File: config.mk
export PLATFORM = sky130hd
export DESIGN_NAME = cfbw_scale
export DESIGN_NICKNAME = d
export VERILOG_FILES = /design/src/rtl/cfbw_pkg.sv /design/src/rtl/cfbw_scale.sv
export SDC_FILE = /design/constraint.sdc
export NUM_CORES = 2
export LEC_CHECK = 0
export BUFFER_PORTS_ARGS = -buffer_cell sky130_fd_sc_hd__buf_2
export CAP_MARGIN = 20
export CELL_PAD_IN_SITES_DETAIL_PLACEMENT = 0
export CELL_PAD_IN_SITES_GLOBAL_PLACEMENT = 1
export CORE_AREA = 2 2 747 749
export DETAILED_ROUTE_END_ITERATION = 6
export DIE_AREA = 0 0 749 751
export GPL_ROUTABILITY_DRIVEN = 0
export GPL_TIMING_DRIVEN = 0
export PLACE_DENSITY = 0.37
export SYNTH_ARGS = -nofsm -noshare
export SYNTH_HDL_FRONTEND = slang
export SYNTH_SLANG_ARGS = --single-unit
File: constraint.sdc
create_clock -name clk_i -period 27.8 [get_ports clk_i]
set_input_delay 1.39 -clock clk_i [delete_from_list [all_inputs] [get_ports clk_i]]
set_output_delay 1.39 -clock clk_i [all_outputs]
set_load 0.01 [all_outputs]
File: src/rtl/cfbw_pkg.sv
// Shared constants, types and table functions of the channel filter bandwidth encoder.
package cfbw_pkg;

  localparam int unsigned TabLen      = 90;
  localparam int unsigned IdxW        = 7;
  localparam int unsigned BwW         = 21;
  localparam int unsigned XtalW       = 26;
  localparam int unsigned EntryW      = 13;
  localparam int unsigned FactorW     = 20;
  localparam int unsigned ProdW       = EntryW + FactorW;
  localparam int unsigned FieldW      = 4;
  localparam int unsigned StepsPerExp = 9;
  localparam int unsigned NumExp      = TabLen / StepsPerExp;

  // Division by 100: drop two bits, then multiply by the reciprocal of 25.
  // The reciprocal is exact for every 24-bit dividend.
  localparam int unsigned      FactorPreSh  = 2;
  localparam int unsigned      FactorShift  = 29;
  localparam int unsigned      FactorRecipW = 25;
  localparam logic [FactorRecipW-1:0] FactorRecip = 25'd21474837;

  // Division by 2600: drop three bits, then multiply by the reciprocal of 325.
  // The reciprocal is exact for every 30-bit dividend.
  localparam int unsigned      ScalePreSh  = 3;
  localparam int unsigned      ScaleShift  = 39;
  localparam int unsigned      ScaleRecipW = 31;
  localparam logic [ScaleRecipW-1:0] ScaleRecip = 31'd1691556351;

  localparam logic [XtalW-1:0] XtalReset = XtalW'(26000000);

  // Configuration register indexes.
  localparam logic CfgXtal  = 1'b0;
  localparam logic CfgDivOn = 1'b1;

  typedef logic [BwW-1:0]               bw_t;
  typedef logic [IdxW-1:0]              idx_t;
  typedef logic [TabLen-1:0][BwW-1:0]   scaled_tab_t;

  // Bandwidth table in units of 0.1 kHz for a 26 MHz crystal, descending.
  localparam logic [EntryW-1:0] BwTable [TabLen] = '{
    13'd8001, 13'd7951, 13'd7684, 13'd7368, 13'd7051, 13'd6709, 13'd6423, 13'd5867, 13'd5414,
    13'd4509, 13'd4259, 13'd4032, 13'd3808, 13'd3621, 13'd3417, 13'd3254, 13'd2945, 13'd2703,
    13'd2247, 13'd2124, 13'd2011, 13'd1900, 13'd1807, 13'd1706, 13'd1624, 13'd1471, 13'd1350,
    13'd1123, 13'd1062, 13'd1005, 13'd950,  13'd903,  13'd853,  13'd812,  13'd735,  13'd675,
    13'd561,  13'd530,  13'd502,  13'd474,  13'd451,  13'd426,  13'd406,  13'd367,  13'd337,
    13'd280,  13'd265,  13'd251,  13'd237,  13'd226,  13'd213,  13'd203,  13'd184,  13'd169,
    13'd140,  13'd133,  13'd126,  13'd119,  13'd113,  13'd106,  13'd101,  13'd92,   13'd84,
    13'd70,   13'd66,   13'd63,   13'd59,   13'd56,   13'd53,   13'd51,   13'd46,   13'd42,
    13'd35,   13'd33,   13'd31,   13'd30,   13'd28,   13'd27,   13'd25,   13'd23,   13'd21,
    13'd18,   13'd17,   13'd16,   13'd15,   13'd14,   13'd13,   13'd13,   13'd12,   13'd11
  };

  // Table entry at an index; indexes past the end read as zero.
  function automatic logic [EntryW-1:0] bw_entry(idx_t idx);
    logic [EntryW-1:0] val;
    val = '0;
    if (32'(idx) < TabLen) begin
      val = BwTable[idx];
    end
    return val;
  endfunction

  // Exponent field: the index divided by the steps per exponent, for indexes inside the table.
  function automatic logic [FieldW-1:0] idx_exp(idx_t idx);
    logic [FieldW-1:0] e;
    e = '0;
    for (int unsigned k = 1; k < NumExp; k++) begin
      if (32'(idx) >= k * StepsPerExp) begin
        e = FieldW'(k);
      end
    end
    return e;
  endfunction

  // Mantissa field: the index modulo the steps per exponent, for indexes inside the table.
  function automatic logic [FieldW-1:0] idx_mant(idx_t idx);
    logic [IdxW-1:0] base;
    base = IdxW'(32'(idx_exp(idx)) * StepsPerExp);
    return FieldW'(idx - base);
  endfunction

endpackage

File: src/rtl/cfbw_scale.sv
// Configuration registers and the sequencer that builds the scaled bandwidth table.
module cfbw_scale (
  input  logic                      clk_i,
  input  logic                      rst_ni,
  input  logic                      cfg_we_i,
  input  logic                      cfg_index_i,
  input  logic [cfbw_pkg::XtalW-1:0] cfg_data_i,
  output logic                      busy_o,
  output cfbw_pkg::scaled_tab_t     scaled_o
);

  localparam int unsigned FacInW  = cfbw_pkg::XtalW - cfbw_pkg::FactorPreSh;
  localparam int unsigned FacMulW = FacInW + cfbw_pkg::FactorRecipW;
  localparam int unsigned ScInW   = cfbw_pkg::ProdW - cfbw_pkg::ScalePreSh;
  localparam int unsigned ScMulW  = ScInW + cfbw_pkg::ScaleRecipW;
  localparam cfbw_pkg::idx_t  LastIdx = cfbw_pkg::IdxW'(cfbw_pkg::TabLen - 1);

  typedef enum logic [4:0] {
    ST_LOAD   = 5'b00001,
    ST_FACTOR = 5'b00010,
    ST_MUL    = 5'b00100,
    ST_DIV    = 5'b01000,
    ST_DONE   = 5'b10000
  } scale_state_e;

  scale_state_e                   state_q, state_d;
  cfbw_pkg::idx_t                 idx_q, idx_d;
  logic [cfbw_pkg::XtalW-1:0]     xtal_q, xtal_d;
  logic                           div_on_q, div_on_d;
  logic [cfbw_pkg::ProdW-1:0]     prod_q, prod_d;
  logic [cfbw_pkg::FactorW-1:0]   factor_q, factor_d;
  cfbw_pkg::scaled_tab_t          scaled_q, scaled_d;

  logic [cfbw_pkg::XtalW-1:0]     xtal_eff;
  logic [FacMulW-1:0]             fac_mul;
  logic [cfbw_pkg::FactorW-1:0]   factor_nx;
  logic [cfbw_pkg::ProdW-1:0]     prod;
  logic [ScMulW-1:0]              sc_mul;
  cfbw_pkg::bw_t                  scaled_nx;

  // Scaling factor: the effective crystal frequency divided by 100.
  assign xtal_eff  = div_on_q ? (xtal_q >> 1) : xtal_q;
  assign fac_mul   = FacMulW'(xtal_eff[cfbw_pkg::XtalW-1:cfbw_pkg::FactorPreSh]) *
                     FacMulW'(cfbw_pkg::FactorRecip);
  assign factor_nx = fac_mul[cfbw_pkg::FactorShift +: cfbw_pkg::FactorW];

  // Product of the current table entry and the factor.
  assign prod = cfbw_pkg::ProdW'(idx_q >= cfbw_pkg::IdxW'(cfbw_pkg::TabLen) ? '0 :
                {{cfbw_pkg::FactorW{1'b0}}, cfbw_pkg::bw_entry(idx_q)} *
                {{cfbw_pkg::EntryW{1'b0}}, factor_q});

  // Registered product divided by 2600.
  assign sc_mul    = ScMulW'(prod_q[cfbw_pkg::ProdW-1:cfbw_pkg::ScalePreSh]) *
                     ScMulW'(cfbw_pkg::ScaleRecip);
  assign scaled_nx = sc_mul[cfbw_pkg::ScaleShift +: cfbw_pkg::BwW];

  // Sequencer: load, then the factor, then a multiply state and a scaling state for each entry.
  always_comb begin
    state_d  = state_q;
    idx_d    = idx_q;
    xtal_d   = xtal_q;
    div_on_d = div_on_q;
    prod_d   = prod_q;
    factor_d = factor_q;
    scaled_d = scaled_q;
    unique case (state_q)
      ST_LOAD: begin
        state_d = ST_FACTOR;
      end
      ST_FACTOR: begin
        factor_d = factor_nx;
        idx_d    = '0;
        state_d  = ST_MUL;
      end
      ST_MUL: begin
        prod_d  = prod;
        state_d = ST_DIV;
      end
      ST_DIV: begin
        scaled_d[idx_q] = scaled_nx;
        if (idx_q == LastIdx) begin
          state_d = ST_DONE;
        end else begin
          idx_d   = idx_q + 1'b1;
          state_d = ST_MUL;
        end
      end
      ST_DONE: begin
        state_d = ST_DONE;
      end
      default: begin
        state_d = ST_LOAD;
      end
    endcase
    // A register write restarts the table build.
    if (cfg_we_i) begin
      if (cfg_index_i == cfbw_pkg::CfgXtal) begin
        xtal_d = cfg_data_i;
      end else begin
        div_on_d = cfg_data_i[0];
      end
      state_d = ST_LOAD;
    end
  end

  // Control and configuration registers.
  always_ff @(posedge clk_i or negedge rst_ni) begin
    if (!rst_ni) begin
      state_q  <= ST_LOAD;
      idx_q    <= '0;
      xtal_q   <= cfbw_pkg::XtalReset;
      div_on_q <= 1'b0;
    end else begin
      state_q  <= state_d;
      idx_q    <= idx_d;
      xtal_q   <= xtal_d;
      div_on_q <= div_on_d;
    end
  end

  // Datapath registers and the scaled table.
  always_ff @(posedge clk_i) begin
    prod_q   <= prod_d;
    factor_q <= factor_d;
    scaled_q <= scaled_d;
  end

  assign busy_o   = (state_q != ST_DONE);
  assign scaled_o = scaled_q;

endmodule

==> impl_metrics.toml <==
[cts]
numCtsBuffers = 223
hold_buffers = 0
post_cts_buffers = 0
cts_tree = "yes"
cts.path.max_buffers = 4
clk_latency_ns = 0.98
htree_levels = 4
cts_resized = 0
cts-root-buf = "clkbuf_16"
path_clk_slew_ns = 0.06
clock-sinks = 1977

[worst_setup_path]
reg2reg_to = "scaled_o[161]$_DFFE_PP_"
required_ns = 28.55
critPathLaunch = "prod_q[15]$_SDFFCE_PP0N_"
path_class = "flip-flop to flip-flop"
max_stage_delay_ns = 0.91
crit_top_cell = "fa_1"
arrival_ns = 11.62
cp_slowest_cell = "edfxtp_1"
path_max_fanout = 10
cp-end-kind = "flip-flop"
reg2reg_slack_ns = 16.93
rr_startpoint = "prod_q[15]$_SDFFCE_PP0N_"
cp-start-kind = "flip-flop"
reg2regPathDepth = 29

[finish]
finalNetCount = 9893
area_growth_syn_to_layout_pct = 33.6
final_layout_size_suffix_gt1_share_pct = 32.5

[timing]
maxSlewViolCount = 0
hold_violations = 0
worstMarginPinSlew_ns = 1.11
period_share_pct = 39.1
fin_crit_ns = 10.87
fmax_ghz = 0.0920
rsz0062_at_grt = "no"
setup_viol = 0
hold_slack_ns = 0.496
slew_headroom_pct = 26.2
skew_ns = 0.0963

[min_path]
min_to = "state_q[1]$_DFF_PN0_"
hold_class = "flip-flop to flip-flop"
min_from = "state_q[4]$_DFF_PN0_"
min_path_cells = 1

[synthesis]
synth_area_um2 = 95400
synth_commonest_cells = "1940 x edfxtp_1, 1121 x inv_1, 755 x fa_1, 704 x ha_1, 244 x nand2_1"
async_reset_ff_share_pct = 1.87
synth_area_leaders = "edfxtp_1 61%, fa_1 16%, ha_1 9.2%"
synthCells = 5954
ys_ff_latch = 1977
ys_warn_count = 0
synth_ff_type = "edfxtp_1"
synth_edf_count = 1940
yosysMostFrequentCell = "edfxtp_1"
syn_area_per_cell_um2 = 16.0
yosysUniqueCellTypes = 92
synth-seq-area-share_pct = 62.0
synth_top_cell_area_share_pct = 61.0
synth_top_area_cell = "edfxtp_1"
syn-num-nets = 7443

[die]
num_rows = 274
fp.dieArea_um2 = 562000
initial_core_util_pct = 17.2
core_area_um2 = 555000
die_width_um = 749
die_h_um = 751
ios = 1921

[routing]
ant_nets = 0
num_vias = 59000
drc = 0
drtPass1Iterations = 5
drtIter0Drc = 4435
wl_per_cell_um = 27.3
avgViaCountPerCell = 3.71
drt_wl_total_um = 435000

[global_routing]
grt_pass1_vias = 63100
grt_max_degree = 38
globalRouteTotalUtil_pct = 14.9
grt_pass1_wl_um = 579000
overflow = 0
antenna_found_initial = 49

[job]
maxCapViolations = 0

[run_status]
status = "finished clean"

[placement]
dpl.hpwl_um = 356000
port_buffers = 1919
==> per-stage QoR <==
| stage | setup WS, ns | std cells | util [%] | setup TNS [ns] | area (um2) |
|---|---|---|---|---|---|
| floorplan | 16.89 | 5954 | - | 0 | 95400 |
| global placement | -3.62 | 15200 | 20.6 | -312.37 | 114000 |
| detailed placement | 16.86 | 15500 | 21.7 | 0 | 120000 |
| CTS | 16.75 | 15900 | 23.0 | 0 | 127000 |
| global route | 16.48 | 15900 | 23.0 | 0 | 127000 |
| finish | 16.93 | 15900 | 23.0 | 0 | 127000 |
==> cell families (layout without fill, tap and decap cells) <==
group	after synthesis	after routing	share of synthesized area, %
other	0	17	0
buffers and inverters	1221	3854	4.83
adders and majority gates	1459	1459	25.1
xor gates and xnor gates	83	83	0.762
muxes	54	54	0.646
and+or+nand+nor	732	732	3.61
AOI/OAI and AO/OA	428	428	3.06
DFF	1977	1977	62.0
==> how the worst max path moves through the flow <==
stage	to	slack, ns
2_1_floorplan	scaled_o[1002]$_DFFE_PP_	16.89
3_3_place_gp	scaled_o[1548]$_DFFE_PP_	-3.62
3_5_place_dp	scaled_o[161]$_DFFE_PP_	16.86
4_1_cts	scaled_o[161]$_DFFE_PP_	16.75
5_1_grt	scaled_o[161]$_DFFE_PP_	16.48
6_report	scaled_o[161]$_DFFE_PP_	16.93
==> layout make-up <==
type | instances | area [um2]
Fill cell | 58600 | 427000
Sequential cell | 1977 | 59200
Clock inverter | 142 | 1540
Multi-Input combinational cell | 2756 | 32200
Antenna cell | 17 | 42.5
Clock buffer | 266 | 5790
Inverter | 1123 | 4220
Tap cell | 7314 | 9150
Timing Repair Buffer | 2225 | 14900
Buffer | 98 | 424
==> worst max-delay path: cells and delay by family, from the launching register on <==
family / cells / cell delay [ns]
buffers and inverters: 11 / 1.64
adders and majority gates: 9 / 4.57
AOI/OAI and AO/OA: 4 / 2.03
xor gates and xnor gates: 1 / 0.45
DFF: 1 / 0.91
and+or+nand+nor: 4 / 0.97
==> state kept, by name, indices dropped and copies added, names as in the netlist <==
register,flops
scaled_o,1890
prod_q,30
xtal_q,24
factor_q,20
idx_q,7
state_q,5
div_on_q,1
==> cell usage in the layout (no fill, tap or decap), drive strengths merged, types with 14 or more instances in the layout <==
cell type,Yosys,final
fa,755,755
o21ai,84,84
clkinv,0,96
and3,21,21
a21oi,124,124
bufinv,0,24
nand4,22,22
nor3,31,31
and2,118,118
nand3,29,29
or2,14,14
o21a,16,16
nand2,246,246
nor2,199,199
edfxtp,1940,1940
dfrtp,26,26
mux2i,20,20
buf,24,2249
a31oi,15,15
xor2,34,34
nor2b,17,17
inv,1123,1130
ha,704,704
diode,0,17
a211oi,27,27
mux2,31,31
clkinvlp,0,15
clkbuf,74,340
xnor2,49,49
a21o,70,70
==> per-layer routing <==
layer	wire length [um]	vias up	GRT usage (%)	part of all wire (%)
li1	-	25400	-	-
met1	176000	31200	18.2	41
met2	220000	1954	26.4	51
met3	26400	453	3.51	6.1
met4	12200	36	3.78	2.8
met5	212	-	0	0.049
Power is not shown: default switching activity piles up to over one toggle a cycle in this logic, so the estimate is an artifact.
